[src/sv/epr_pkg.sv]
`default_nettype none

package epr_pkg;

    // opcodes of an input transaction
    localparam logic [1:0] OP_START = 2'd0;
    localparam logic [1:0] OP_TIMER = 2'd1;
    localparam logic [1:0] OP_POLL  = 2'd2;

    // configuration port
    localparam int unsigned CFG_IDX_W  = 1;
    localparam int unsigned CFG_DATA_W = 16;
    localparam logic [CFG_IDX_W-1:0] CFG_TICKS_PER_CM = 1'd0;
    localparam logic [CFG_IDX_W-1:0] CFG_POLL_LIMIT   = 1'd1;

    // field widths
    localparam int unsigned OPCODE_W  = 2;
    localparam int unsigned CAPTURE_W = 32;
    localparam int unsigned TPC_W     = 16;
    localparam int unsigned POLL_W    = 8;
    localparam int unsigned DIST_W    = 16;
    localparam int unsigned PHASE_W   = 2;

    localparam logic [TPC_W-1:0]  TPC_RESET        = 16'd58;
    localparam logic [POLL_W-1:0] POLL_LIMIT_RESET = 8'hFF;

    localparam logic [PHASE_W-1:0] PHASE_WAIT = 2'd0;
    localparam logic [PHASE_W-1:0] PHASE_HIGH = 2'd1;
    localparam logic [PHASE_W-1:0] PHASE_DONE = 2'd2;

    // controller to datapath
    typedef struct packed {
        logic accept;
        logic div_step;
        logic out_load;
    } t_dp_cmd;

    // datapath to controller
    typedef struct packed {
        logic need_div;
    } t_dp_stat;

endpackage

`default_nettype wire

[src/sv/epr_ctrl.sv]
`default_nettype none

module epr_ctrl
    import epr_pkg::*;
#(
    parameter int unsigned TOTAL_BITS = 38
) (
    input  wire logic     i_clk,
    input  wire logic     i_rst_n,
    input  wire logic     i_in_valid,
    output logic          o_in_ready,
    input  wire logic     i_out_ready,
    output logic          o_out_valid,
    input  wire t_dp_stat i_stat,
    output t_dp_cmd       o_cmd
);
    localparam int unsigned CW = $clog2(TOTAL_BITS);

    typedef enum logic [1:0] {
        S_IDLE,
        S_DIV,
        S_PUSH
    } t_state;

    t_state        r_state;
    logic [CW-1:0] r_steps;
    logic          r_out_valid;

    always_comb begin
        o_cmd.accept   = i_in_valid && (r_state == S_IDLE);
        o_cmd.div_step = (r_state == S_DIV);
        o_cmd.out_load = (r_state == S_PUSH) && (!r_out_valid || i_out_ready);
    end

    assign o_in_ready  = (r_state == S_IDLE);
    assign o_out_valid = r_out_valid;

    always_ff @(posedge i_clk) begin
        if (!i_rst_n) begin
            r_state     <= S_IDLE;
            r_steps     <= '0;
            r_out_valid <= 1'b0;
        end else begin
            unique case (r_state)
                S_IDLE: begin
                    if (o_cmd.accept) begin
                        if (i_stat.need_div) begin
                            r_state <= S_DIV;
                            r_steps <= CW'(TOTAL_BITS - 1);
                        end else begin
                            r_state <= S_PUSH;
                        end
                    end
                end
                S_DIV: begin
                    if (r_steps == '0) begin
                        r_state <= S_PUSH;
                    end else begin
                        r_steps <= r_steps - 1'b1;
                    end
                end
                S_PUSH: begin
                    if (o_cmd.out_load) begin
                        r_state <= S_IDLE;
                    end
                end
                default: r_state <= S_IDLE;
            endcase

            if (o_cmd.out_load) begin
                r_out_valid <= 1'b1;
            end else if (i_out_ready) begin
                r_out_valid <= 1'b0;
            end
        end
    end

    a_div_entry: assert property (@(posedge i_clk) disable iff (!i_rst_n)
        o_cmd.accept && i_stat.need_div |=> r_state == S_DIV && r_steps == CW'(TOTAL_BITS - 1))
        else $error("division not started after completed poll");

    a_load_sets_valid: assert property (@(posedge i_clk) disable iff (!i_rst_n)
        o_cmd.out_load |=> r_out_valid && r_state == S_IDLE)
        else $error("result load did not raise output valid");

endmodule

`default_nettype wire

[config.mk]
export PLATFORM = sky130hd
export DESIGN_NAME = epr_ctrl
export DESIGN_NICKNAME = d
export VERILOG_FILES = /design/src/sv/epr_pkg.sv /design/src/sv/epr_ctrl.sv
export SDC_FILE = /design/constraint.sdc
export NUM_CORES = 1
export LEC_CHECK = 0
export ABC_AREA = 1
export BUFFER_PORTS_ARGS = -buffer_cell sky130_fd_sc_hd__buf_2
export CORE_MARGIN = 5
export CORE_UTILIZATION = 30
export DETAILED_ROUTE_END_ITERATION = 8
export GPL_ROUTABILITY_DRIVEN = 0
export SLEW_MARGIN = 40
export SYNTH_ARGS = -nofsm -noshare
export SYNTH_HDL_FRONTEND = slang
export SYNTH_SLANG_ARGS = --single-unit
export TNS_END_PERCENT = 100
[constraint.sdc]
create_clock -name i_clk -period 1.5 [get_ports i_clk]
set_clock_uncertainty 0.1 [all_clocks]
set_input_delay 0.3 -clock i_clk [delete_from_list [all_inputs] [get_ports i_clk]]
set_output_delay 0.3 -clock i_clk [all_outputs]
set_load 0.1 [all_outputs]
==> results of run 1 <==
## routing by layer
metal | track usage (%) | vias to the layer above | part of all wire [%]
met1 | 11.8 | 257 | 43
li1 | - | 306 | -
met4 | 7.66 | 0 | 2.0
met5 | 0 | - | 0
met2 | 18.8 | 8 | 51
met3 | 1.69 | 2 | 3.5
## layout make-up
| cell class | count | area, um^2 |
|---|---|---|
| flip-flops and latches | 9 | 191 |
| repair buffers | 11 | 120 |
| multi-input cells | 61 | 377 |
| inverters | 17 | 75.1 |
| well taps | 25 | 31.3 |
| fillers | 199 | 943 |
| clock buffers | 4 | 26.3 |
## stage by stage
| step | utilization, % | worst slack (ns) |
|---|---|---|
| global route | 46.5 | -0.0419 |
| global placement | 43.8 | 0.173 |
| floorplan | - | -0.246 |
| finish | 46.5 | 0.00176 |
| detailed placement | 43.8 | 0.114 |
| CTS | 45.7 | 0.000255 |
## worst reg2reg max path, delay by kind of cell, from the launching register on
kind                   cells  cell delay, ns
DFF                        1            0.39
and+or+nand+nor            5            0.38
buffers and inverters      4            0.43
## sequential cells by signal (all words and copies together) (netlist names)
signal       cells
o_out_valid      1
r_state          2
r_steps          6
## synthesized netlist by cell type (all sizes together)
cell type	number	area share (%)
a21oi	6	5.3
inv	17	11
dfxtp	9	32
nor2	14	11
buf	1	2.0
nand4	3	3.3
o21ai	3	2.7
nand3b	1	1.3
nor3	1	0.88
nand2	19	13
o21a	1	1.3
nand3	11	12
ha	2	4.4
## placed cells by master, fill, tap and decap left out, types with 2 or more instances in the layout
master	count
inv_1	13
clkbuf_4	3
buf_12	4
nand2_4	2
nand3_2	6
o21ai_0	2
nand3_1	4
ha_1	2
nor2_2	2
a21oi_1	6
nand4_1	3
buf_4	2
nor2_1	10
buf_2	5
nor2_4	2
dfxtp_4	3
dfxtp_1	6
nand2_1	17
## cell families after synthesis
kind of cell | count (synthesis) | share of synthesized area [%]
AND/OR/NAND/NOR | 49 | 41.1
flip-flops | 9 | 31.9
AO/OA/AOI/OAI | 10 | 9.29
buffers and inverters | 18 | 13.3
adder cells (fa/ha/maj) | 2 | 4.42
## worst max-delay path by stage
stage / endpoint / slack (ns) / cells past startpoint
6_report: o_cmd[1] / 0.002 / 3
5_1_grt: o_cmd[1] / -0.04 / 3
4_1_cts: o_cmd[0] / 0.0003 / 4
3_5_place_dp: r_steps[3] / 0.11 / 7
3_3_place_gp: r_state[1] / 0.17 / 7
2_1_floorplan: o_cmd[0] / -0.25 / 3
## power by group through the flow
stage | Combinational, W | Sequential, W | Clock [W]
6_report | 0.000417 | 0.000292 | 0.000196
5_1_grt | 0.000452 | 0.000296 | 0.000213
4_1_cts | 0.000409 | 0.000291 | 0.000206
3_5_place_dp | 0.000399 | 0.000297 | 0
3_3_place_gp | 0.000392 | 0.000296 | 0
2_1_floorplan | 0.000286 | 0.000307 | 0
## repair_timing
action | in CTS | in global routing
gates resized for setup | 0 | 2
buffers inserted | 1 | 1
endpoints found under the setup margin | 2 | 9
endpoints found under the hold margin | 0 | 0
pin swaps | 1 | 2
==> impl_metrics.toml, run 1 <==
[synthesis]
synthesis.nets = 95
ys_seq_area_share_pct = 31.9
yosys_warnings = 0
synth_seq_cells = 9
avgSynthCellArea_um2 = 6.43
yosysUniqueCellTypes = 17
syn_area_um2 = 566
syn_inst = 88

[power]
pwr-share-clk_pct = 21.7
static-leakage-power_nw = 0.374
power_w = 0.000905
max-vdd-ir-drop_uv = 423
p_int_w = 0.000513
power_density_mw_per_mm2 = 1100
power.share.combinational_pct = 46.1
swShare_pct = 43.3
p_switching_w = 0.000392
pwr-share-seq_pct = 32.3

[finish]
drive_above_1_share_pct = 34.3
instances_no_fill = 127
diodes = 0
final_area_um2 = 821
nets = 110
areaGrowthSynthToFinish_pct = 45.1

[floorplanning]
io_pins = 10
coreArea_mm2 = 0.00176
start_util_pct = 32.1
die_h_um = 53.4
core.rowCount = 15
die_area_mm2 = 0.00285
die_w_um = 53.4

[cts]
postCtsHoldBufs = 0
clockRootBuffer = "clkbuf_4"
clock_path_buffers = 2
numCtsBuffers = 3
insertion_delay_ns = 0.27
cts_max_level = 1
clock-sinks = 9
path_clk_slew_ns = 0.06
tritoncts = "yes"

[drt]
wl_per_cell_um = 10.4
postRouteAntennaNets = 0
via_per_inst = 4.51
via_count = 573
drt_wl_total_um = 1330
drcViolationCount = 0
drt_iter0_drc = 4
drtPass1Iterations = 3

[place]
dp.cells = 121
dpl.hpwl_um = 1040
placed_area_um2 = 772
io_buffers = 9

[critical_path]
crit_start = "r_state[0]"
critPathArrivalTime_ns = 1.10
cpPeakStageDelay_ns = 0.39
path_buf_inv = 2
reg2reg_to = "r_steps[5]"
reg2reg_depth = 9
path_class = "register to output port"
endpoint_kind = "output port"
cp_top_family = "flip-flops"
crit_required_ns = 1.10
worstSetupStartpointType = "register"
slowest_stage = "dfxtp_4"
path_cells = "inv_4, nor2_4, buf_12"
path_max_fanout = 5
r2r_start = "r_state[1]"
rrSetupSlack_ns = 0.10

[grt]
first_global_vias = 530
grt_overflow = 0
antenna_found_initial = 0
grt_max_degree = 12
grt.total_usage_pct = 10.8
grt_pass1_wl_um = 2190

[sta]
setup_viol = 0
worstMarginPinSlew_ns = 0.484
finalSetupTns_ns = 0
grt_setup_unrepaired = "yes"
drv_slew = 0
finalCriticalPeriod_ns = 1.50
fmax_ghz = 0.667
slew_headroom_pct = 68.0
whs_ns = 0.198
fin_crit_sh_pct = 99.9
hold_viol_final = 0

[hold_path]
hp-start = "i_rst_n"
worstHoldPathType = "primary input to register"
min_path_cells = 2
worst_hold_path.endpoint = "o_out_valid"

[outcome]
status = "complete, no violations"

[job]
maxCapViolations = 0
No activity file was read; power rests on OpenSTA's default activity.
==> inputs of run 2 (changes only) <==
--- a/config.mk
+++ b/config.mk
@@ -11,6 +11,7 @@
 export CORE_UTILIZATION = 30
 export DETAILED_ROUTE_END_ITERATION = 8
 export GPL_ROUTABILITY_DRIVEN = 0
+export PLACE_DENSITY = 0.51
 export SLEW_MARGIN = 40
 export SYNTH_ARGS = -nofsm -noshare
 export SYNTH_HDL_FRONTEND = slang
==> impl_metrics.toml, run 2 (same netlist as run 1, synthesis figures left out) <==
[outcome]
status = "complete, no violations"

[cts]
clockRootBuffer = "clkbuf_4"
insertion_delay_ns = 0.27
clock-sinks = 9
cts_max_level = 1
path_clk_slew_ns = 0.07
tritoncts = "yes"
numCtsBuffers = 3
clock_path_buffers = 2

[floorplanning]
die_h_um = 53.4
core.rowCount = 15
start_util_pct = 32.1
io_pins = 10
die_w_um = 53.4
coreArea_mm2 = 0.00176
die_area_mm2 = 0.00285

[power]
static-leakage-power_nw = 0.391
power_w = 0.000914
max-vdd-ir-drop_uv = 564
power_density_mw_per_mm2 = 1080

[grt]
grt_pass1_wl_um = 2350
grt.total_usage_pct = 11.7
grt_overflow = 0
first_global_vias = 565
grt_max_degree = 12
antenna_found_initial = 0

[sta]
drv_slew = 0
setup_slack_ns = 0.00181
slew_headroom_pct = 67.8
fin_crit_sh_pct = 99.9
setup_viol = 0
finalCriticalPeriod_ns = 1.50
hold_viol_final = 0
grt_setup_unrepaired = "yes"
fmax_ghz = 0.667
worstMarginPinSlew_ns = 0.486

[critical_path]
worstSetupStartpointType = "register"
endpoint_kind = "output port"
reg2reg_to = "r_steps[3]"
rrSetupSlack_ns = 0.10
path_class = "register to output port"
reg2reg_depth = 8
critPathArrivalTime_ns = 1.10
path_max_fanout = 4
r2r_start = "r_state[1]"
crit_required_ns = 1.10

[place]
io_buffers = 9
post-place-ws_ns = 0.126
dpl.hpwl_um = 1020

[hold_path]
hp-start = "i_rst_n"
min_path_cells = 2
worstHoldPathType = "primary input to register"
worst_hold_path.endpoint = "o_out_valid"

[finish]
largest_reg_flops = 6
areaGrowthSynthToFinish_pct = 49.3
drive_above_1_share_pct = 37.1
top_register = "r_steps"
diodes = 0
final_common_cell = "nand2_1"
nets = 113
mostFrequentLayoutCells = "nand2_1, inv_1, nor2_1"

[drt]
via_count = 581
drtPass1Iterations = 4
via_per_inst = 4.47
wl_per_cell_um = 10.3
drt_wl_total_um = 1340
drt_iter0_drc = 4
postRouteAntennaNets = 0
drcViolationCount = 0

[job]
maxCapViolations = 0
==> run 2: cell types whose count changed in the layout (fill, tap and decap cells not counted), sizes merged <==
cell | previous run | this run
clkinv | 0 | 1
buf | 11 | 14
clkbuf | 4 | 3
==> run 2: critical path: stages, from the launching register on <==
cell and delay, ns:
dfxtp_4 0.39, inv_6 0.05, nor3_4 0.19, buf_12 0.20
==> run 2: repair_timing <==
action / CTS / global route
resized for setup: 0 / 2
pin swaps: 1 / 3
hold buffers: 0 / 0
endpoints found under the setup margin: 3 / 7
hold endpoints to repair: 0 / 0
buffers inserted: 1 / 3
==> run 2: report_power, final <==
part	switching (W)	internal, W	total (W)
clock	0.0000966	0.0000986	0.000195
sequential	0.0000256	0.000262	0.000288
combinational	0.000273	0.000157	0.000431
total	0.000395	0.000518	0.000914
==> run 2: layout make-up <==
class,instances,area (um^2)
Sequential cell,9,191
Clock buffer,3,22.5
Fill cell,182,920
Multi-Input combinational cell,61,377
Inverter,17,75.1
Timing Repair Buffer,14,143
Clock inverter,1,5.00
Tap cell,25,31.3
==> run 2: how the worst max path moves through the flow <==
stage	from	to	cells past startpoint
2_1_floorplan	o_out_valid	o_cmd[0]	3
6_report	r_state[1]	o_cmd[0]	3
3_5_place_dp	r_steps[0]	r_steps[3]	7
3_3_place_gp	r_steps[0]	r_state[1]	7
4_1_cts	o_out_valid	o_cmd[0]	4
5_1_grt	r_state[1]	o_cmd[0]	3
==> run 2: stage by stage <==
step                TNS (ns)  cell area, um^2  hold slack (ns)  util, %  instances
global placement           0              779            0.356     44.2        122
CTS                 -0.00807              815            0.187     46.2        127
detailed placement         0              779            0.362     44.2        122
global route         -0.0945              845            0.197     47.9        130
floorplan             -0.866              647            0.317        -         88
finish                     0              845            0.192     47.9        130
==> run 2: per-layer routing <==
| layer | share of wire, % | GRT usage (%) | vias up | wire length, um |
|---|---|---|---|---|
| met1 | 49 | 14.7 | 256 | 654 |
| li1 | - | - | 312 | - |
| met2 | 46 | 16.9 | 11 | 615 |
| met4 | 2.2 | 10.2 | 0 | 29 |
| met3 | 3.1 | 1.97 | 2 | 41 |
| met5 | 0 | 0 | - | 0 |
==> inputs of run 3 (changes only) <==
--- a/config.mk
+++ b/config.mk
@@ -7,7 +7,6 @@
 export LEC_CHECK = 0
 export ABC_AREA = 1
 export BUFFER_PORTS_ARGS = -buffer_cell sky130_fd_sc_hd__buf_2
-export CORE_MARGIN = 5
 export CORE_UTILIZATION = 30
 export DETAILED_ROUTE_END_ITERATION = 8
 export GPL_ROUTABILITY_DRIVEN = 0
==> impl_metrics.toml, run 3 (same netlist as run 1, synthesis figures left out) <==
[sta]
drv_slew = 0
setup_viol = 0
fmax_ghz = 0.673
grt_setup_unrepaired = "yes"
finalCriticalPeriod_ns = 1.49
fin_crit_sh_pct = 99.1
whs_ns = 0.202
worstMarginPinSlew_ns = 0.482
slew_headroom_pct = 68.1
hold_viol_final = 0
finalSetupTns_ns = 0

[floorplanning]
io_pins = 10
coreArea_mm2 = 0.00175
die_h_um = 45.4
die_w_um = 45.4
start_util_pct = 32.4
die_area_mm2 = 0.00206
core.rowCount = 15

[finish]
mostFrequentLayoutCells = "nand2_1, inv_1, nor2_1"
diodes = 0
final_common_cell = "nand2_1"
nFillCells = 194
drive_above_1_share_pct = 35.0
areaGrowthSynthToFinish_pct = 46.5
instances_no_fill = 128
multi_input_area_um2 = 377
top_register = "r_steps"
nets = 111
seq_area_um2 = 191
final_util_pct = 47.5
largest_reg_flops = 6

[critical_path]
path_buf_inv = 3
cpPeakStageDelay_ns = 0.39
critPathArrivalTime_ns = 1.09
worstSetupStartpointType = "register"
endpoint_kind = "output port"
path_max_fanout = 5
cp_top_family = "flip-flops"
crit_required_ns = 1.10
path_cells = "inv_4, nand2_4, clkinvlp_4, buf_12"
slowest_stage = "dfxtp_4"
path_class = "register to output port"

[power]
swShare_pct = 43.1
pwr-share-clk_pct = 21.4
max-vdd-ir-drop_uv = 519
p_switching_w = 0.000390
pwr-share-seq_pct = 32.3
power.share.combinational_pct = 46.3
power_w = 0.000905
static-leakage-power_nw = 0.378
p_int_w = 0.000515
power_density_mw_per_mm2 = 1090

[drt]
drt_wl_total_um = 1250
wl_per_cell_um = 9.77
drcViolationCount = 0
drtPass1Iterations = 4
postRouteAntennaNets = 0
via_per_inst = 4.51
via_count = 577
drt_iter0_drc = 4

[job]
maxCapViolations = 0

[cts]
clockRootBuffer = "clkbuf_4"
tritoncts = "yes"
clock_path_buffers = 2
numCtsBuffers = 3
cts_max_level = 1
path_clk_slew_ns = 0.07
insertion_delay_ns = 0.27
clock-sinks = 9
postCtsHoldBufs = 0

[place]
dp.cells = 121
io_buffers = 9
dpl.hpwl_um = 966

[hold_path]
worstHoldPathType = "primary input to register"

[grt]
first_global_vias = 502
grt.total_usage_pct = 14.3
grt_overflow = 0
antenna_found_initial = 0
grt_max_degree = 12
grt_pass1_wl_um = 2120

[outcome]
status = "complete, no violations"
## run 3: cell types whose count changed in the layout (fill, tap and decap cells not counted)
cell,delta
buf_4,-2
clkbuf_1,+1
clkinv_2,-1
## run 3: power groups by stage
stage                     Combinational, W  Sequential, W  Clock [W]
after CTS                         0.000404       0.000291   0.000196
after floorplan                   0.000286       0.000307          0
after global routing              0.000457       0.000296   0.000208
final                             0.000419       0.000292   0.000194
after detailed placement          0.000397       0.000296          0
after global placement            0.000395       0.000296          0
## run 3: cell type report
class / count / area share (%)
clock buffers: 4 / 3.17
repair buffers: 12 / 15.4
multi-input cells: 61 / 45.5
inverters: 17 / 9.06
well taps: 25 / 3.78
flip-flops and latches: 9 / 23.1
## run 3: routing by layer
layer / GRT usage [%] / routed length [um]
met5: 0 / 0
met4: 1.82 / 0
met3: 5.95 / 65
met2: 21.7 / 591
met1: 19.4 / 593
## run 3: metrics by stage
stage | setup WS, ns | area [um^2]
global placement | 0.150 | 772
CTS | -0.000865 | 806
global route | -0.0203 | 828
finish | 0.0137 | 828
detailed placement | 0.129 | 772
floorplan | -0.246 | 647
## run 3: worst paths after layout
kind / start / end / slack (ns) / cells past startpoint
setup / recovery: r_state[0] / o_in_ready / 0.01 / 4
hold / removal: i_rst_n / o_out_valid / 0.20 / 2
setup reg to reg: r_state[0] / r_steps[5] / 0.11 / 9
hold reg to reg: r_steps[0] / r_steps[0] / 0.39 / 2
## run 3: what timing repair did
item / 4_1_cts / 5_1_grt
pin swaps: 1 / 2
setup endpoints to repair: 2 / 7
gates resized for setup: 0 / 2
buffers inserted: 1 / 2
