## src/sv/epr_pkg.sv

```systemverilog
`default_nettype none

package epr_pkg;

    // opcodes of an input transaction
    localparam logic [1:0] OP_START = 2'd0;
    localparam logic [1:0] OP_TIMER = 2'd1;
    localparam logic [1:0] OP_POLL  = 2'd2;

    // configuration port
    localparam int unsigned CFG_IDX_W  = 1;
    localparam int unsigned CFG_DATA_W = 16;
    localparam logic [CFG_IDX_W-1:0] CFG_TICKS_PER_CM = 1'd0;
    localparam logic [CFG_IDX_W-1:0] CFG_POLL_LIMIT   = 1'd1;

    // field widths
    localparam int unsigned OPCODE_W  = 2;
    localparam int unsigned CAPTURE_W = 32;
    localparam int unsigned TPC_W     = 16;
    localparam int unsigned POLL_W    = 8;
    localparam int unsigned DIST_W    = 16;
    localparam int unsigned PHASE_W   = 2;

    localparam logic [TPC_W-1:0]  TPC_RESET        = 16'd58;
    localparam logic [POLL_W-1:0] POLL_LIMIT_RESET = 8'hFF;

    localparam logic [PHASE_W-1:0] PHASE_WAIT = 2'd0;
    localparam logic [PHASE_W-1:0] PHASE_HIGH = 2'd1;
    localparam logic [PHASE_W-1:0] PHASE_DONE = 2'd2;

    // controller to datapath
    typedef struct packed {
        logic accept;
        logic div_step;
        logic out_load;
    } t_dp_cmd;

    // datapath to controller
    typedef struct packed {
        logic need_div;
    } t_dp_stat;

endpackage

`default_nettype wire

```

## src/sv/epr_datapath.sv

```systemverilog
`default_nettype none

module epr_datapath
    import epr_pkg::*;
#(
    parameter int unsigned OVERFLOW_BITS = 6,
    parameter int unsigned COUNTER_BITS  = 32,
    parameter int unsigned TOTAL_BITS    = OVERFLOW_BITS + COUNTER_BITS
) (
    input  wire logic                  i_clk,
    input  wire logic                  i_rst_n,
    input  wire logic                  i_cfg_we,
    input  wire logic [CFG_IDX_W-1:0]  i_cfg_index,
    input  wire logic [CFG_DATA_W-1:0] i_cfg_data,
    input  wire logic [OPCODE_W-1:0]   i_opcode,
    input  wire logic                  i_overflow_seen,
    input  wire logic                  i_edge_seen,
    input  wire logic [CAPTURE_W-1:0]  i_capture_value,
    input  wire t_dp_cmd               i_cmd,
    output t_dp_stat                   o_stat,
    output logic                       o_result_ready,
    output logic                       o_timed_out,
    output logic [DIST_W-1:0]          o_distance_cm,
    output logic [PHASE_W-1:0]         o_phase
);
    localparam int unsigned QW = (TOTAL_BITS > DIST_W + 1) ? TOTAL_BITS : DIST_W + 1;

    // configuration
    logic [TPC_W-1:0]  r_ticks_per_cm;
    logic [POLL_W-1:0] r_poll_limit;

    // measurement state
    logic                     r_armed;
    logic                     r_pulse_high;
    logic                     r_capture_done;
    logic [OVERFLOW_BITS-1:0] r_ovf_count;
    logic [COUNTER_BITS-1:0]  r_pulse_ticks;
    logic [POLL_W-1:0]        r_poll_count;

    logic                     n_armed;
    logic                     n_pulse_high;
    logic                     n_capture_done;
    logic [OVERFLOW_BITS-1:0] n_ovf_count;
    logic [COUNTER_BITS-1:0]  n_pulse_ticks;
    logic [POLL_W-1:0]        n_poll_count;
    logic                     n_res_ready;
    logic                     n_res_tout;

    // staged result and divider
    logic                  r_res_ready;
    logic                  r_res_tout;
    logic [TOTAL_BITS-1:0] r_dq;
    logic [TPC_W-1:0]      r_rem;
    logic [TPC_W-1:0]      r_div;

    logic [TOTAL_BITS-1:0] total;
    logic [TPC_W:0]        rem_sh;
    logic                  ge;
    logic [QW-1:0]         q_ext;
    logic [DIST_W-1:0]     dist_sat;
    logic [PHASE_W-1:0]    phase_now;

    assign o_stat.need_div = (i_opcode == OP_POLL) && r_capture_done;

    // overflow_count * (2^COUNTER_BITS - 1) + pulse_ticks
    assign total = TOTAL_BITS'({r_ovf_count, {COUNTER_BITS{1'b0}}})
                 - TOTAL_BITS'(r_ovf_count) + TOTAL_BITS'(r_pulse_ticks);

    assign rem_sh = {r_rem, r_dq[TOTAL_BITS-1]};
    assign ge     = (rem_sh >= {1'b0, r_div});

    assign q_ext    = QW'(r_dq);
    assign dist_sat = (|q_ext[QW-1:DIST_W]) ? {DIST_W{1'b1}} : q_ext[DIST_W-1:0];

    always_comb begin
        if (r_capture_done) begin
            phase_now = PHASE_DONE;
        end else if (r_pulse_high) begin
            phase_now = PHASE_HIGH;
        end else begin
            phase_now = PHASE_WAIT;
        end
    end

    always_comb begin
        n_armed        = r_armed;
        n_pulse_high   = r_pulse_high;
        n_capture_done = r_capture_done;
        n_ovf_count    = r_ovf_count;
        n_pulse_ticks  = r_pulse_ticks;
        n_poll_count   = r_poll_count;
        n_res_ready    = 1'b0;
        n_res_tout     = 1'b0;
        unique case (i_opcode)
            OP_START: begin
                n_armed      = 1'b1;
                n_poll_count = '0;
            end
            OP_TIMER: begin
                if (r_armed && !r_capture_done) begin
                    // overflow is handled before the edge
                    if (i_overflow_seen && r_pulse_high) begin
                        if (&r_ovf_count) begin
                            n_capture_done = 1'b1;
                            n_pulse_ticks  = {COUNTER_BITS{1'b1}};
                        end else begin
                            n_ovf_count = r_ovf_count + 1'b1;
                        end
                    end
                    if (i_edge_seen) begin
                        if (r_pulse_high) begin
                            n_capture_done = 1'b1;
                            n_pulse_ticks  = i_capture_value[COUNTER_BITS-1:0];
                        end else begin
                            n_ovf_count   = '0;
                            n_pulse_ticks = '0;
                            n_pulse_high  = 1'b1;
                        end
                    end
                end
            end
            OP_POLL: begin
                if (r_capture_done) begin
                    n_res_ready    = 1'b1;
                    n_capture_done = 1'b0;
                    n_pulse_high   = 1'b0;
                    n_ovf_count    = '0;
                    n_armed        = 1'b0;
                end else if (r_poll_count >= r_poll_limit) begin
                    n_res_tout = 1'b1;
                    n_armed    = 1'b0;
                end else begin
                    n_poll_count = r_poll_count + 1'b1;
                end
            end
            default: begin
            end
        endcase
    end

    always_ff @(posedge i_clk) begin
        if (!i_rst_n) begin
            r_ticks_per_cm <= TPC_RESET;
            r_poll_limit   <= POLL_LIMIT_RESET;
            r_armed        <= 1'b0;
            r_pulse_high   <= 1'b0;
            r_capture_done <= 1'b0;
            r_ovf_count    <= '0;
            r_pulse_ticks  <= '0;
            r_poll_count   <= '0;
        end else begin
            if (i_cfg_we) begin
                unique case (i_cfg_index)
                    CFG_TICKS_PER_CM: r_ticks_per_cm <= i_cfg_data[TPC_W-1:0];
                    CFG_POLL_LIMIT:   r_poll_limit   <= i_cfg_data[POLL_W-1:0];
                    default: begin
                    end
                endcase
            end
            if (i_cmd.accept) begin
                r_armed        <= n_armed;
                r_pulse_high   <= n_pulse_high;
                r_capture_done <= n_capture_done;
                r_ovf_count    <= n_ovf_count;
                r_pulse_ticks  <= n_pulse_ticks;
                r_poll_count   <= n_poll_count;
            end
        end
    end

    // payload registers
    always_ff @(posedge i_clk) begin
        if (i_cmd.accept) begin
            r_res_ready <= n_res_ready;
            r_res_tout  <= n_res_tout;
            if (o_stat.need_div) begin
                r_dq  <= total;
                r_rem <= '0;
                r_div <= (r_ticks_per_cm == '0) ? TPC_W'(1) : r_ticks_per_cm;
            end
        end else if (i_cmd.div_step) begin
            r_rem <= ge ? TPC_W'(rem_sh - {1'b0, r_div}) : rem_sh[TPC_W-1:0];
            r_dq  <= {r_dq[TOTAL_BITS-2:0], ge};
        end
        if (i_cmd.out_load) begin
            o_result_ready <= r_res_ready;
            o_timed_out    <= r_res_tout;
            o_distance_cm  <= r_res_ready ? dist_sat : '0;
            o_phase        <= phase_now;
        end
    end

    a_done_needs_high: assert property (@(posedge i_clk) disable iff (!i_rst_n)
        r_capture_done |-> r_pulse_high)
        else $error("measurement done without a pulse");

    a_poll_clears: assert property (@(posedge i_clk) disable iff (!i_rst_n)
        i_cmd.accept && o_stat.need_div
            |=> !r_capture_done && !r_armed && r_ovf_count == '0 && r_res_ready)
        else $error("completed poll did not clear the measurement");

endmodule

`default_nettype wire

```

## config.mk

```make
export PLATFORM = sky130hd
export DESIGN_NAME = epr_datapath
export DESIGN_NICKNAME = d
export VERILOG_FILES = /design/src/sv/epr_pkg.sv /design/src/sv/epr_datapath.sv
export SDC_FILE = /design/constraint.sdc
export NUM_CORES = 1
export LEC_CHECK = 0
export ABC_AREA = 0
export BUFFER_PORTS_ARGS = -buffer_cell sky130_fd_sc_hd__buf_2
export CAP_MARGIN = 20
export CELL_PAD_IN_SITES_DETAIL_PLACEMENT = 1
export CELL_PAD_IN_SITES_GLOBAL_PLACEMENT = 1
export CORE_UTILIZATION = 50
export DETAILED_ROUTE_END_ITERATION = 7
export PLACE_DENSITY_LB_ADDON = 0.1
export SYNTH_ARGS = -nofsm -noshare
export SYNTH_HDL_FRONTEND = slang
export SYNTH_SLANG_ARGS = --single-unit
```

## constraint.sdc

```tcl
create_clock -name i_clk -period 6.6 [get_ports i_clk]
set_input_delay 0.66 -clock i_clk [delete_from_list [all_inputs] [get_ports i_clk]]
set_output_delay 0.66 -clock i_clk [all_outputs]
set_load 0.01 [all_outputs]
```

==> impl_metrics.xml, run 1 <==
<?xml version="1.0" encoding="UTF-8"?>
<metrics>
  <group name="yosys">
    <metric name="synth_top_cell_by_area" unit="">sky130_fd_sc_hd__edfxtp_1</metric>
    <metric name="postSynth.topFlopCell" unit="">sky130_fd_sc_hd__edfxtp_1</metric>
    <metric name="synth_enable_flop_cells" unit="">92</metric>
    <metric name="post_synth_instance_area" unit="sq um">8550</metric>
    <metric name="yosys-top-cells-area" unit="">sky130_fd_sc_hd__edfxtp_1 (32%), sky130_fd_sc_hd__dfxtp_1 (17%), sky130_fd_sc_hd__ha_1 (4.8%)</metric>
    <metric name="yosysWarningCount" unit="">0</metric>
    <metric name="postSynthCellCount" unit="">893</metric>
    <metric name="synth-seq-area-share" unit="%">49.4</metric>
    <metric name="yosysUniqueCellTypes" unit="">65</metric>
    <metric name="ys_async_sr_fraction" unit="%">0</metric>
    <metric name="synth-seq-cells" unit="">165</metric>
    <metric name="synth_nets" unit="">987</metric>
    <metric name="avgSynthCellArea" unit="sq um">9.58</metric>
    <metric name="synth_top_area_share" unit="%">32.3</metric>
  </group>
  <group name="worst_setup_path">
    <metric name="critPathArrivalTime" unit="ns">3.38</metric>
    <metric name="worstPathRequired" unit="ns">6.75</metric>
    <metric name="count_of_buffer_and_inverter_cells_on_the_critical_path" unit="">1</metric>
    <metric name="critical_path.slowest_cell" unit="">sky130_fd_sc_hd__o31ai_4</metric>
    <metric name="reg2reg_slack" unit="ns">3.37</metric>
    <metric name="path_cells" unit="">inv_1, ha_1, nor2b_1, o21ai_1, a21boi_1, o31ai_4, or4b_1, a2bb2oi_1, a21oi_1</metric>
    <metric name="cp-start-kind" unit="">flip-flop</metric>
    <metric name="worst-path-stages" unit="">9</metric>
    <metric name="timing.reg2reg.worst_path_depth" unit="">9</metric>
    <metric name="worstSetupPathType" unit="">flip-flop to flip-flop</metric>
    <metric name="worst_r2r_startpoint" unit="">r_ovf_count[1]</metric>
    <metric name="crit_end" unit="">q_ext[17]</metric>
    <metric name="critical_path.startpoint" unit="">r_ovf_count[1]</metric>
    <metric name="crit_path_max_incr_delay" unit="ns">0.68</metric>
    <metric name="worstSetupEndpointType" unit="">flip-flop</metric>
    <metric name="timing.critical_path.fanout_max" unit="">16</metric>
    <metric name="regToRegEndpoint" unit="">q_ext[17]</metric>
    <metric name="critical_path.top_delay_family" unit="">compound AO/OA/AOI/OAI gates</metric>
  </group>
  <group name="clock_tree">
    <metric name="cts.repair_timing.setup_buffer_count" unit="">0</metric>
    <metric name="ctsLongestPathBuffers" unit="">2</metric>
    <metric name="cts_resized" unit="">0</metric>
    <metric name="cts_num_sinks" unit="">165</metric>
    <metric name="ctsHoldBuffers" unit="">0</metric>
    <metric name="clk_pin_slew" unit="ns">0.07</metric>
    <metric name="clock_tree.htree_level_count" unit="">4</metric>
    <metric name="root_buffer" unit="">sky130_fd_sc_hd__clkbuf_16</metric>
    <metric name="clk_latency" unit="ns">0.43</metric>
    <metric name="cts_inserted_buffers" unit="">17</metric>
    <metric name="cts_tree" unit="">done</metric>
  </group>
  <group name="route">
    <metric name="avgViaCountPerCell" unit="">5.67</metric>
    <metric name="remaining_drc_errors" unit="">0</metric>
    <metric name="met3_wirelength" unit="um">854</metric>
    <metric name="m1_wl" unit="um">10600</metric>
    <metric name="detailedRoute.firstIterationViolations" unit="">387</metric>
    <metric name="drt-wirelength-per-cell" unit="um">18.6</metric>
    <metric name="vias" unit="">6657</metric>
    <metric name="totalWireLength" unit="um">21800</metric>
    <metric name="detailed_router_iteration_count_before_antenna_repair" unit="">4</metric>
    <metric name="number_of_antenna_violating_nets_in_the_routed_design" unit="">0</metric>
    <metric name="top_layer" unit="">met4</metric>
    <metric name="met2RoutedLength" unit="um">10100</metric>
  </group>
  <group name="placement">
    <metric name="dpl_cell_area" unit="sq um">9030</metric>
    <metric name="gpl.final_weighted_congestion" unit="">0.903</metric>
    <metric name="placement.setup.worst_slack" unit="ns">3.09</metric>
    <metric name="dp.final_hpwl" unit="um">15800</metric>
    <metric name="place.port_buffers" unit="">79</metric>
  </group>
  <group name="sta">
    <metric name="post-route-period-util" unit="%">49.0</metric>
    <metric name="fin_setup_tns" unit="ns">0</metric>
    <metric name="maxSlewHeadroom" unit="%">28.7</metric>
    <metric name="worstMarginPinSlew" unit="ns">1.07</metric>
    <metric name="final.min_clock_period" unit="ns">3.23</metric>
    <metric name="timing.final.hold_violations" unit="">0</metric>
    <metric name="grt_setup_unrepaired" unit="">no</metric>
    <metric name="endpoints_failing_setup" unit="">0</metric>
    <metric name="fmax" unit="GHz">0.309</metric>
    <metric name="maxSlewViolCount" unit="">0</metric>
    <metric name="final.setup.worst_slack" unit="ns">3.37</metric>
    <metric name="fin_skew" unit="ns">0.00885</metric>
  </group>
  <group name="cells_and_area">
    <metric name="net_total_in_the_final_layout" unit="">1035</metric>
    <metric name="antennaDiodeCount" unit="">0</metric>
    <metric name="layout-drive-gt1-share" unit="%">14.4</metric>
    <metric name="fillerInstances" unit="">1891</metric>
    <metric name="post-route-cell-area" unit="sq um">9690</metric>
    <metric name="utilization_after_layout" unit="%">58.2</metric>
    <metric name="area_growth_syn_to_layout" unit="%">13.3</metric>
  </group>
  <group name="power">
    <metric name="p_int" unit="uW">1710</metric>
    <metric name="power.net_switching" unit="uW">602</metric>
    <metric name="sw_frac_of_total" unit="%">26.1</metric>
    <metric name="worst_ir_drop_vdd" unit="V">0.000176</metric>
    <metric name="combinational_cell_fraction_of_total_power" unit="%">8.5</metric>
    <metric name="cellLeakagePower" unit="uW">0.00378</metric>
    <metric name="power_frac_clock" unit="%">41.9</metric>
    <metric name="seq_pwr_share" unit="%">49.6</metric>
    <metric name="p_per_area" unit="nW/um^2">238</metric>
  </group>
  <group name="floorplan">
    <metric name="fp-row-count" unit="">47</metric>
    <metric name="die_h" unit="um">133</metric>
    <metric name="chipWidth" unit="um">133</metric>
    <metric name="initial_utilization" unit="%">51.4</metric>
    <metric name="number_of_top_level_design_ports" unit="">80</metric>
    <metric name="dieArea" unit="sq um">17600</metric>
    <metric name="core-area" unit="sq um">16600</metric>
  </group>
  <group name="grt">
    <metric name="number_of_global_route_vias_before_repair" unit="">6838</metric>
    <metric name="grt_remaining_overflow" unit="">0</metric>
    <metric name="grt_first_pass_wirelength" unit="um">35600</metric>
    <metric name="grt_start_max_net_pins" unit="">85</metric>
    <metric name="grt_usage" unit="%">25.7</metric>
    <metric name="grt_antenna_before_repair" unit="">0</metric>
  </group>
  <group name="outcome">
    <metric name="run_status" unit="">finished clean</metric>
  </group>
  <group name="hold_path">
    <metric name="min-delay-path-class" unit="">flip-flop to flip-flop</metric>
  </group>
  <group name="run">
    <metric name="max_cap_viols" unit="">0</metric>
  </group>
</metrics>
==> worst min-delay path by stage <==
stage                                  from           endpoint  slack (ns)  depth (start not counted)
after global placement           r_res_tout        o_timed_out        0.44                          0
final                            r_res_tout        o_timed_out        0.45                          0
after CTS                     i_cfg_data[5]  r_ticks_per_cm[5]        0.45                          3
after global routing      r_ticks_per_cm[9]           r_div[9]        0.47                          0
after floorplan                  r_res_tout        o_timed_out        0.40                          0
after detailed placement         r_res_tout        o_timed_out        0.41                          0
==> power by group through the flow <==
stage | clock (uW) | combinational (uW) | sequential (uW)
floorplan | 0 | 129 | 1160
global placement | 0 | 180 | 1170
detailed placement | 0 | 191 | 1170
CTS | 981 | 193 | 1150
global route | 1020 | 218 | 1150
finish | 967 | 196 | 1150
==> cell families (layout without fill, tap and decap cells) <==
| family | count (synthesis) | in the layout | share of synthesized area (%) |
|---|---|---|---|
| AND/OR/NAND/NOR | 330 | 330 | 19.7 |
| AO/OA/AOI/OAI | 200 | 200 | 14.9 |
| flip-flops | 165 | 165 | 49.4 |
| buffers and inverters | 106 | 167 | 4.65 |
| XOR/XNOR | 44 | 44 | 4.51 |
| adder cells (fa/ha/maj) | 35 | 35 | 5.30 |
| multiplexers | 13 | 13 | 1.54 |
==> cell usage in the layout, fill, tap and decap left out, types with 8 or more instances in the layout <==
| master | netlist | routed |
|---|---|---|
| sky130_fd_sc_hd__clkbuf_16 | 0 | 17 |
| sky130_fd_sc_hd__nor3_1 | 15 | 15 |
| sky130_fd_sc_hd__o211ai_1 | 11 | 11 |
| sky130_fd_sc_hd__nor4_1 | 11 | 11 |
| sky130_fd_sc_hd__nor3b_1 | 32 | 32 |
| sky130_fd_sc_hd__o21a_1 | 24 | 24 |
| sky130_fd_sc_hd__edfxtp_1 | 92 | 92 |
| sky130_fd_sc_hd__mux2i_1 | 12 | 12 |
| sky130_fd_sc_hd__inv_1 | 48 | 48 |
| sky130_fd_sc_hd__dfxtp_1 | 73 | 73 |
| sky130_fd_sc_hd__xor2_1 | 28 | 28 |
| sky130_fd_sc_hd__xnor2_1 | 16 | 16 |
| sky130_fd_sc_hd__a21oi_1 | 82 | 81 |
| sky130_fd_sc_hd__nor2b_1 | 13 | 13 |
| sky130_fd_sc_hd__ha_1 | 33 | 33 |
| sky130_fd_sc_hd__a21boi_0 | 16 | 16 |
| sky130_fd_sc_hd__nand2_1 | 80 | 80 |
| sky130_fd_sc_hd__a31oi_1 | 8 | 8 |
| sky130_fd_sc_hd__nand3_1 | 29 | 29 |
| sky130_fd_sc_hd__buf_2 | 0 | 79 |
| sky130_fd_sc_hd__o21ai_0 | 18 | 18 |
| sky130_fd_sc_hd__nor2_1 | 103 | 103 |
==> sequential cells by signal, indices dropped and copies added (netlist names), 2 cells and up <==
register / flops
r_poll_count: 8
o_phase: 2
r_rem: 16
r_ovf_count: 6
q_ext: 38
r_pulse_ticks: 32
o_distance_cm: 16
r_poll_limit: 8
r_div: 16
r_ticks_per_cm: 16
==> cell type report <==
cell class / instances / area, sq um / share of cell area, %
Clock buffer: 17 / 425 / 4.39
Clock inverter: 15 / 149 / 1.54
Inverter: 49 / 184 / 1.90
Multi-Input combinational cell: 622 / 3940 / 40.7
Sequential cell: 165 / 4220 / 43.6
Tap cell: 220 / 275 / 2.84
Timing Repair Buffer: 86 / 493 / 5.09
==> cells in the mapped netlist (3+ instances only) <==
cell / number
sky130_fd_sc_hd__mux2i_1: 12
sky130_fd_sc_hd__nand3_1: 29
sky130_fd_sc_hd__o21ai_0: 18
sky130_fd_sc_hd__nor4_1: 11
sky130_fd_sc_hd__a21boi_0: 16
sky130_fd_sc_hd__clkbuf_1: 55
sky130_fd_sc_hd__o31ai_1: 6
sky130_fd_sc_hd__xor2_1: 28
sky130_fd_sc_hd__or3_1: 3
sky130_fd_sc_hd__nor2_1: 103
sky130_fd_sc_hd__a21oi_1: 82
sky130_fd_sc_hd__a31oi_1: 8
sky130_fd_sc_hd__nand2b_1: 5
sky130_fd_sc_hd__ha_1: 33
sky130_fd_sc_hd__nor3_1: 15
sky130_fd_sc_hd__nand2_1: 80
sky130_fd_sc_hd__or4_1: 5
sky130_fd_sc_hd__a211oi_1: 3
sky130_fd_sc_hd__a311oi_1: 3
sky130_fd_sc_hd__o211ai_1: 11
sky130_fd_sc_hd__nor3b_1: 32
sky130_fd_sc_hd__nor2b_1: 13
sky130_fd_sc_hd__edfxtp_1: 92
sky130_fd_sc_hd__and2_1: 3
sky130_fd_sc_hd__inv_1: 48
sky130_fd_sc_hd__o21ai_1: 4
sky130_fd_sc_hd__nand3b_1: 5
sky130_fd_sc_hd__xnor2_1: 16
sky130_fd_sc_hd__o21a_1: 24
sky130_fd_sc_hd__a41o_1: 3
sky130_fd_sc_hd__dfxtp_1: 73
sky130_fd_sc_hd__and3_1: 6
sky130_fd_sc_hd__a21o_1: 6
==> routing by layer <==
| layer | global-route usage, % | vias up |
|---|---|---|
| li1 | - | 3262 |
| met1 | 36.1 | 3237 |
| met2 | 41.5 | 136 |
| met3 | 3.91 | 22 |
| met4 | 6.70 | 0 |
| met5 | 0 | - |
==> stage by stage <==
step | power, uW | std cells | hold slack, ns
2_1_floorplan | 1290 | 893 | 0.400
3_3_place_gp | 1350 | 1137 | 0.439
3_5_place_dp | 1360 | 1137 | 0.412
4_1_cts | 2320 | 1169 | 0.453
5_1_grt | 2390 | 1174 | 0.474
6_report | 2310 | 1174 | 0.454
Note: power is estimated with default switching activity, not from simulation.
==> run 2: changes to the inputs <==
--- a/config.mk
+++ b/config.mk
@@ -10,7 +10,7 @@
 export CAP_MARGIN = 20
 export CELL_PAD_IN_SITES_DETAIL_PLACEMENT = 1
 export CELL_PAD_IN_SITES_GLOBAL_PLACEMENT = 1
-export CORE_UTILIZATION = 50
+export CORE_UTILIZATION = 46
 export DETAILED_ROUTE_END_ITERATION = 7
 export PLACE_DENSITY_LB_ADDON = 0.1
 export SYNTH_ARGS = -nofsm -noshare
==> constraint.sdc (replaced) <==
create_clock -name i_clk -period 3.3 [get_ports i_clk]
set_input_delay 0.33 -clock i_clk [delete_from_list [all_inputs] [get_ports i_clk]]
set_output_delay 0.33 -clock i_clk [all_outputs]
set_load 0.01 [all_outputs]
==> impl_metrics.xml, run 2 (synthesis gave the netlist of run 1 again) <==
<?xml version="1.0" encoding="UTF-8"?>
<metrics>
  <group name="outcome">
    <metric name="run_status" unit="">finished, violations left</metric>
    <metric name="failing_checks" unit="">DRC</metric>
  </group>
  <group name="worst_setup_path">
    <metric name="worstPathRequired" unit="ns">3.58</metric>
    <metric name="crit_path_max_incr_delay" unit="ns">0.47</metric>
    <metric name="critPathArrivalTime" unit="ns">3.13</metric>
    <metric name="worstSetupEndpointType" unit="">flip-flop</metric>
    <metric name="worst_r2r_startpoint" unit="">r_ovf_count[1]</metric>
    <metric name="path_cells" unit="">inv_1, ha_1, nor2b_1, o21ai_1, a21boi_1, o31ai_4, buf_4, nand4_2, or4_1, a31oi_1</metric>
    <metric name="count_of_buffer_and_inverter_cells_on_the_critical_path" unit="">2</metric>
    <metric name="timing.reg2reg.worst_path_depth" unit="">10</metric>
    <metric name="regToRegEndpoint" unit="">q_ext[37]</metric>
    <metric name="timing.critical_path.fanout_max" unit="">9</metric>
    <metric name="critical_path.slowest_cell" unit="">sky130_fd_sc_hd__dfxtp_1</metric>
    <metric name="reg2reg_slack" unit="ns">0.45</metric>
    <metric name="cp-start-kind" unit="">flip-flop</metric>
    <metric name="worstSetupPathType" unit="">flip-flop to flip-flop</metric>
    <metric name="critical_path.top_delay_family" unit="">compound AO/OA/AOI/OAI gates</metric>
  </group>
  <group name="grt">
    <metric name="grt_start_max_net_pins" unit="">55</metric>
    <metric name="grt_first_pass_wirelength" unit="um">35200</metric>
    <metric name="grt_antenna_before_repair" unit="">0</metric>
    <metric name="grt_usage" unit="%">23.3</metric>
    <metric name="number_of_global_route_vias_before_repair" unit="">6771</metric>
    <metric name="grt_remaining_overflow" unit="">0</metric>
  </group>
  <group name="hold_path">
    <metric name="min-delay-path-class" unit="">primary input to flip-flop</metric>
    <metric name="min_path_cells" unit="">1</metric>
    <metric name="timing.hold.worst_endpoint" unit="">r_res_tout</metric>
    <metric name="holdCritStartpoint" unit="">i_cmd[2]</metric>
  </group>
  <group name="cells_and_area">
    <metric name="layout-drive-gt1-share" unit="%">15.2</metric>
    <metric name="layout_commonest_cell" unit="">sky130_fd_sc_hd__nor2_1</metric>
    <metric name="net_total_in_the_final_layout" unit="">1044</metric>
    <metric name="antennaDiodeCount" unit="">0</metric>
    <metric name="largest_register_ff_count" unit="">38</metric>
    <metric name="layout_common_cells" unit="">sky130_fd_sc_hd__nor2_1 (103), sky130_fd_sc_hd__edfxtp_1 (92), sky130_fd_sc_hd__a21oi_1 (81)</metric>
    <metric name="post-route-cell-area" unit="sq um">9710</metric>
    <metric name="area_growth_syn_to_layout" unit="%">13.5</metric>
  </group>
  <group name="clock_tree">
    <metric name="cts_tree" unit="">done</metric>
    <metric name="cts.repair_timing.setup_buffer_count" unit="">0</metric>
    <metric name="cts_resized" unit="">0</metric>
    <metric name="root_buffer" unit="">sky130_fd_sc_hd__clkbuf_16</metric>
    <metric name="clk_latency" unit="ns">0.43</metric>
    <metric name="cts_inserted_buffers" unit="">17</metric>
    <metric name="ctsHoldBuffers" unit="">0</metric>
    <metric name="cts_num_sinks" unit="">165</metric>
    <metric name="clock_tree.htree_level_count" unit="">4</metric>
    <metric name="ctsLongestPathBuffers" unit="">2</metric>
    <metric name="clk_pin_slew" unit="ns">0.07</metric>
  </group>
  <group name="sta">
    <metric name="timing.final.hold_violations" unit="">0</metric>
    <metric name="maxSlewViolCount" unit="">0</metric>
    <metric name="grt_setup_unrepaired" unit="">no</metric>
    <metric name="endpoints_failing_setup" unit="">0</metric>
    <metric name="final.min_clock_period" unit="ns">2.85</metric>
    <metric name="post-route-period-util" unit="%">86.4</metric>
    <metric name="fin_skew" unit="ns">0.0114</metric>
    <metric name="maxSlewHeadroom" unit="%">32.2</metric>
    <metric name="fmax" unit="GHz">0.351</metric>
    <metric name="worstMarginPinSlew" unit="ns">1.01</metric>
    <metric name="fin_setup_tns" unit="ns">0</metric>
  </group>
  <group name="route">
    <metric name="detailed_router_iteration_count_before_antenna_repair" unit="">7</metric>
    <metric name="remaining_drc_errors" unit="">8</metric>
    <metric name="number_of_antenna_violating_nets_in_the_routed_design" unit="">0</metric>
    <metric name="vias" unit="">6694</metric>
    <metric name="drt-wirelength-per-cell" unit="um">18.1</metric>
    <metric name="avgViaCountPerCell" unit="">5.62</metric>
    <metric name="detailedRoute.firstIterationViolations" unit="">439</metric>
    <metric name="totalWireLength" unit="um">21500</metric>
  </group>
  <group name="floorplan">
    <metric name="initial_utilization" unit="%">47.3</metric>
    <metric name="die_h" unit="um">138</metric>
    <metric name="core-area" unit="sq um">18100</metric>
    <metric name="chipWidth" unit="um">138</metric>
    <metric name="number_of_top_level_design_ports" unit="">80</metric>
    <metric name="fp-row-count" unit="">49</metric>
    <metric name="dieArea" unit="sq um">19100</metric>
  </group>
  <group name="run">
    <metric name="max_cap_viols" unit="">0</metric>
  </group>
  <group name="power">
    <metric name="p_int" unit="uW">3440</metric>
    <metric name="seq_pwr_share" unit="%">50.4</metric>
    <metric name="power_frac_clock" unit="%">40.9</metric>
    <metric name="sw_frac_of_total" unit="%">24.3</metric>
    <metric name="cellLeakagePower" unit="uW">0.00379</metric>
    <metric name="power.net_switching" unit="uW">1100</metric>
    <metric name="worst_ir_drop_vdd" unit="V">0.000373</metric>
    <metric name="combinational_cell_fraction_of_total_power" unit="%">8.7</metric>
    <metric name="p_per_area" unit="nW/um^2">468</metric>
  </group>
  <group name="placement">
    <metric name="dpl_cell_area" unit="sq um">9160</metric>
    <metric name="place.port_buffers" unit="">79</metric>
    <metric name="gpl.final_weighted_congestion" unit="">0.891</metric>
    <metric name="dp.final_hpwl" unit="um">15900</metric>
  </group>
</metrics>
[run 2: routing by layer]
metal	global-route usage (%)	wire (um)	share of wire [%]	vias to the layer above
met1	32.9	10600	49	3246
met3	4.43	984	4.6	21
met2	36.6	9640	45	152
li1	-	-	-	3275
met5	0	0	0	-
met4	6.68	272	1.3	0
[run 2: power groups by stage]
stage,combinational [uW],clock (uW),sequential (uW)
6_report,394,1860,2290
5_1_grt,439,1980,2300
4_1_cts,398,1910,2290
3_5_place_dp,394,0,2330
3_3_place_gp,375,0,2330
2_1_floorplan,257,0,2330
[run 2: metrics by stage]
step	hold WS, ns	power, uW	utilization [%]	worst slack, ns	instances
2_1_floorplan	0.400	2580	-	0.382	893
3_3_place_gp	0.421	2700	50.7	0.600	1160
3_5_place_dp	0.405	2730	50.7	0.433	1160
4_1_cts	0.0929	4600	53.7	0.407	1192
5_1_grt	0.0966	4720	53.7	0.245	1192
6_report	0.109	4540	53.7	0.449	1192
[run 2: how the worst max path moves through the flow]
| stage | start | endpoint | slack [ns] | cells past startpoint |
|---|---|---|---|---|
| 6_report | r_ovf_count[1] | q_ext[37] | 0.45 | 10 |
| 2_1_floorplan | r_capture_done | q_ext[0] | 0.38 | 5 |
| 5_1_grt | r_ovf_count[1] | q_ext[37] | 0.24 | 10 |
| 4_1_cts | r_ovf_count[1] | q_ext[37] | 0.41 | 10 |
| 3_3_place_gp | r_ovf_count[1] | q_ext[37] | 0.60 | 10 |
| 3_5_place_dp | r_ovf_count[1] | q_ext[37] | 0.43 | 10 |
[run 2: final cells by class]
cell class / count / area (sq um)
fillers: 2049 / 8380
flip-flops and latches: 165 / 4220
multi-input cells: 622 / 3940
repair buffers: 95 / 528
clock buffers: 22 / 478
well taps: 229 / 287
inverters: 49 / 184
clock inverters: 10 / 68.8
[run 2: worst register-to-register path, cell delays in order (launching register included)]
cell                       delay [ns]
sky130_fd_sc_hd__dfxtp_1         0.47
sky130_fd_sc_hd__inv_1           0.14
sky130_fd_sc_hd__ha_1            0.30
sky130_fd_sc_hd__nor2b_1         0.13
sky130_fd_sc_hd__o21ai_1         0.16
sky130_fd_sc_hd__a21boi_1        0.17
sky130_fd_sc_hd__o31ai_4         0.38
sky130_fd_sc_hd__buf_4           0.25
sky130_fd_sc_hd__nand4_2         0.12
sky130_fd_sc_hd__or4_1           0.41
sky130_fd_sc_hd__a31oi_1         0.18
==> run 3: changes to the inputs <==
--- a/config.mk
+++ b/config.mk
@@ -6,8 +6,7 @@
 export NUM_CORES = 1
 export LEC_CHECK = 0
 export ABC_AREA = 0
-export BUFFER_PORTS_ARGS = -buffer_cell sky130_fd_sc_hd__buf_2
-export CAP_MARGIN = 20
+export BUFFER_PORTS_ARGS = -buffer_cell sky130_fd_sc_hd__buf_4
 export CELL_PAD_IN_SITES_DETAIL_PLACEMENT = 1
 export CELL_PAD_IN_SITES_GLOBAL_PLACEMENT = 1
 export CORE_UTILIZATION = 46
==> impl_metrics.xml, run 3 (synthesis gave the netlist of run 1 again) <==
<?xml version="1.0" encoding="UTF-8"?>
<metrics>
  <group name="outcome">
    <metric name="run_status" unit="">finished, violations left</metric>
    <metric name="failing_checks" unit="">DRC</metric>
  </group>
  <group name="cells_and_area">
    <metric name="layout_commonest_cell" unit="">sky130_fd_sc_hd__nor2_1</metric>
    <metric name="net_total_in_the_final_layout" unit="">1041</metric>
    <metric name="antennaDiodeCount" unit="">0</metric>
    <metric name="largest_register_ff_count" unit="">38</metric>
    <metric name="layout_common_cells" unit="">sky130_fd_sc_hd__nor2_1 (103), sky130_fd_sc_hd__edfxtp_1 (92), sky130_fd_sc_hd__buf_4 (91)</metric>
    <metric name="fillerInstances" unit="">2041</metric>
    <metric name="layout-drive-gt1-share" unit="%">15.0</metric>
    <metric name="area_growth_syn_to_layout" unit="%">15.8</metric>
    <metric name="final_cells" unit="">1189</metric>
  </group>
  <group name="floorplan">
    <metric name="number_of_top_level_design_ports" unit="">80</metric>
    <metric name="die_h" unit="um">138</metric>
    <metric name="chipWidth" unit="um">138</metric>
    <metric name="fp-row-count" unit="">49</metric>
    <metric name="initial_utilization" unit="%">47.3</metric>
    <metric name="dieArea" unit="sq um">19100</metric>
    <metric name="core-area" unit="sq um">18100</metric>
  </group>
  <group name="power">
    <metric name="seq_pwr_share" unit="%">49.3</metric>
    <metric name="cellLeakagePower" unit="uW">0.00384</metric>
    <metric name="worst_ir_drop_vdd" unit="V">0.000365</metric>
    <metric name="p_int" unit="uW">3490</metric>
    <metric name="p_per_area" unit="nW/um^2">469</metric>
    <metric name="power.net_switching" unit="uW">1160</metric>
    <metric name="power_frac_clock" unit="%">41.6</metric>
    <metric name="combinational_cell_fraction_of_total_power" unit="%">9.1</metric>
    <metric name="sw_frac_of_total" unit="%">24.9</metric>
  </group>
  <group name="route">
    <metric name="number_of_antenna_violating_nets_in_the_routed_design" unit="">0</metric>
    <metric name="avgViaCountPerCell" unit="">5.68</metric>
    <metric name="detailedRoute.firstIterationViolations" unit="">440</metric>
    <metric name="remaining_drc_errors" unit="">8</metric>
    <metric name="vias" unit="">6753</metric>
    <metric name="totalWireLength" unit="um">22400</metric>
    <metric name="detailed_router_iteration_count_before_antenna_repair" unit="">8</metric>
    <metric name="drt-wirelength-per-cell" unit="um">18.8</metric>
  </group>
  <group name="sta">
    <metric name="final.min_clock_period" unit="ns">2.92</metric>
    <metric name="fmax" unit="GHz">0.342</metric>
    <metric name="endpoints_failing_setup" unit="">0</metric>
    <metric name="grt_setup_unrepaired" unit="">no</metric>
    <metric name="fin_setup_tns" unit="ns">0</metric>
    <metric name="fin_skew" unit="ns">0.00792</metric>
    <metric name="post-route-period-util" unit="%">88.6</metric>
    <metric name="timing.final.hold_violations" unit="">0</metric>
    <metric name="maxSlewViolCount" unit="">0</metric>
    <metric name="finalHoldWorstSlack" unit="ns">0.131</metric>
    <metric name="worstMarginPinSlew" unit="ns">1.02</metric>
    <metric name="maxSlewHeadroom" unit="%">31.9</metric>
  </group>
  <group name="worst_setup_path">
    <metric name="reg2reg_slack" unit="ns">0.38</metric>
    <metric name="critPathArrivalTime" unit="ns">3.09</metric>
    <metric name="path_cells" unit="">inv_1, ha_1, nor3_2, nor2b_1, nand2_1, nor4b_4, buf_4, nand2_1, o41ai_1, a21oi_1</metric>
    <metric name="crit_path_max_incr_delay" unit="ns">0.39</metric>
    <metric name="worstPathRequired" unit="ns">3.46</metric>
    <metric name="worstSetupPathType" unit="">flip-flop to flip-flop</metric>
    <metric name="crit_path_frequent_cell" unit="">sky130_fd_sc_hd__nand2_1</metric>
    <metric name="timing.critical_path.fanout_max" unit="">8</metric>
    <metric name="worstSetupEndpointType" unit="">flip-flop</metric>
    <metric name="critical_path.top_delay_family" unit="">simple AND/OR/NAND/NOR gates</metric>
    <metric name="cp-start-kind" unit="">flip-flop</metric>
    <metric name="count_of_buffer_and_inverter_cells_on_the_critical_path" unit="">2</metric>
    <metric name="critical_path.slowest_cell" unit="">sky130_fd_sc_hd__dfxtp_1</metric>
  </group>
  <group name="run">
    <metric name="max_cap_viols" unit="">0</metric>
  </group>
  <group name="placement">
    <metric name="gpl.final_weighted_congestion" unit="">0.879</metric>
    <metric name="place.port_buffers" unit="">79</metric>
    <metric name="dp.final_hpwl" unit="um">16300</metric>
    <metric name="placedCellCount" unit="">1157</metric>
  </group>
  <group name="clock_tree">
    <metric name="ctsHoldBuffers" unit="">0</metric>
    <metric name="cts_inserted_buffers" unit="">17</metric>
    <metric name="clock_tree.htree_level_count" unit="">4</metric>
    <metric name="cts.repair_timing.setup_buffer_count" unit="">0</metric>
    <metric name="cts_resized" unit="">0</metric>
    <metric name="cts_num_sinks" unit="">165</metric>
    <metric name="cts_tree" unit="">done</metric>
    <metric name="ctsLongestPathBuffers" unit="">2</metric>
    <metric name="root_buffer" unit="">sky130_fd_sc_hd__clkbuf_16</metric>
    <metric name="clk_latency" unit="ns">0.43</metric>
    <metric name="clk_pin_slew" unit="ns">0.07</metric>
  </group>
  <group name="grt">
    <metric name="grt_remaining_overflow" unit="">0</metric>
    <metric name="grt_antenna_before_repair" unit="">0</metric>
    <metric name="grt_first_pass_wirelength" unit="um">37200</metric>
    <metric name="number_of_global_route_vias_before_repair" unit="">7111</metric>
    <metric name="grt_start_max_net_pins" unit="">69</metric>
    <metric name="grt_usage" unit="%">24.8</metric>
  </group>
  <group name="hold_path">
    <metric name="min-delay-path-class" unit="">primary input to flip-flop</metric>
  </group>
</metrics>
==> run 3: changes by cell type in the layout (fill, tap and decap cells not counted), sizes merged <==
cell | previous run | this run
inv | 54 | 55
bufinv | 0 | 1
clkinv | 3 | 4
buf | 95 | 92
clkinvlp | 2 | 4
clkbuf | 22 | 17
==> run 3: worst paths after layout <==
path,startpoint,endpoint,cells after the start
hold / removal,i_cfg_data[4],r_ticks_per_cm[4],3
hold reg to reg,r_res_tout,o_timed_out,0
setup reg to reg,r_ovf_count[5],q_ext[23],10
setup / recovery,r_ovf_count[5],q_ext[23],10
==> run 3: power by group through the flow <==
stage | Clock, uW | Sequential, uW | Combinational, uW
after global placement | 0 | 2330 | 399
after global routing | 2040 | 2300 | 469
after floorplan | 0 | 2330 | 257
after CTS | 1960 | 2290 | 427
final | 1930 | 2290 | 424
after detailed placement | 0 | 2330 | 420
==> run 3: layer usage <==
layer | GRT usage, % | wire length, um | part of all wire [%]
met3 | 3.39 | 735 | 3.3
met2 | 40.7 | 10400 | 47
met5 | 0 | 0 | 0
met1 | 34.1 | 10900 | 49
met4 | 7.16 | 280 | 1.3
==> run 3: tightest hold or removal path, cell delays in order <==
cell and delay, ns:
sky130_fd_sc_hd__buf_4 0.09, sky130_fd_sc_hd__nand2_1 0.04, sky130_fd_sc_hd__nand3_1 0.06
==> run 3: metrics by stage <==
step | setup WS, ns | utilization, % | power (uW) | area [sq um]
6_report | 0.375 | 54.8 | 4640 | 9910
5_1_grt | 0.201 | 54.8 | 4810 | 9910
3_3_place_gp | 0.630 | 51.6 | 2730 | 9340
4_1_cts | 0.393 | 54.8 | 4680 | 9910
3_5_place_dp | 0.449 | 51.6 | 2750 | 9340
2_1_floorplan | 0.382 | - | 2580 | 8550
==> run 3: cell type report <==
type                       count  area (sq um)  area share, %
clock inverter                15           144           1.45
multi-input combinational    622          3940           39.8
timing repair buffer          92           703           7.10
sequential                   165          4220           42.6
clock buffer                  17           425           4.29
inverter                      49           184           1.86
tap                          229           287           2.89
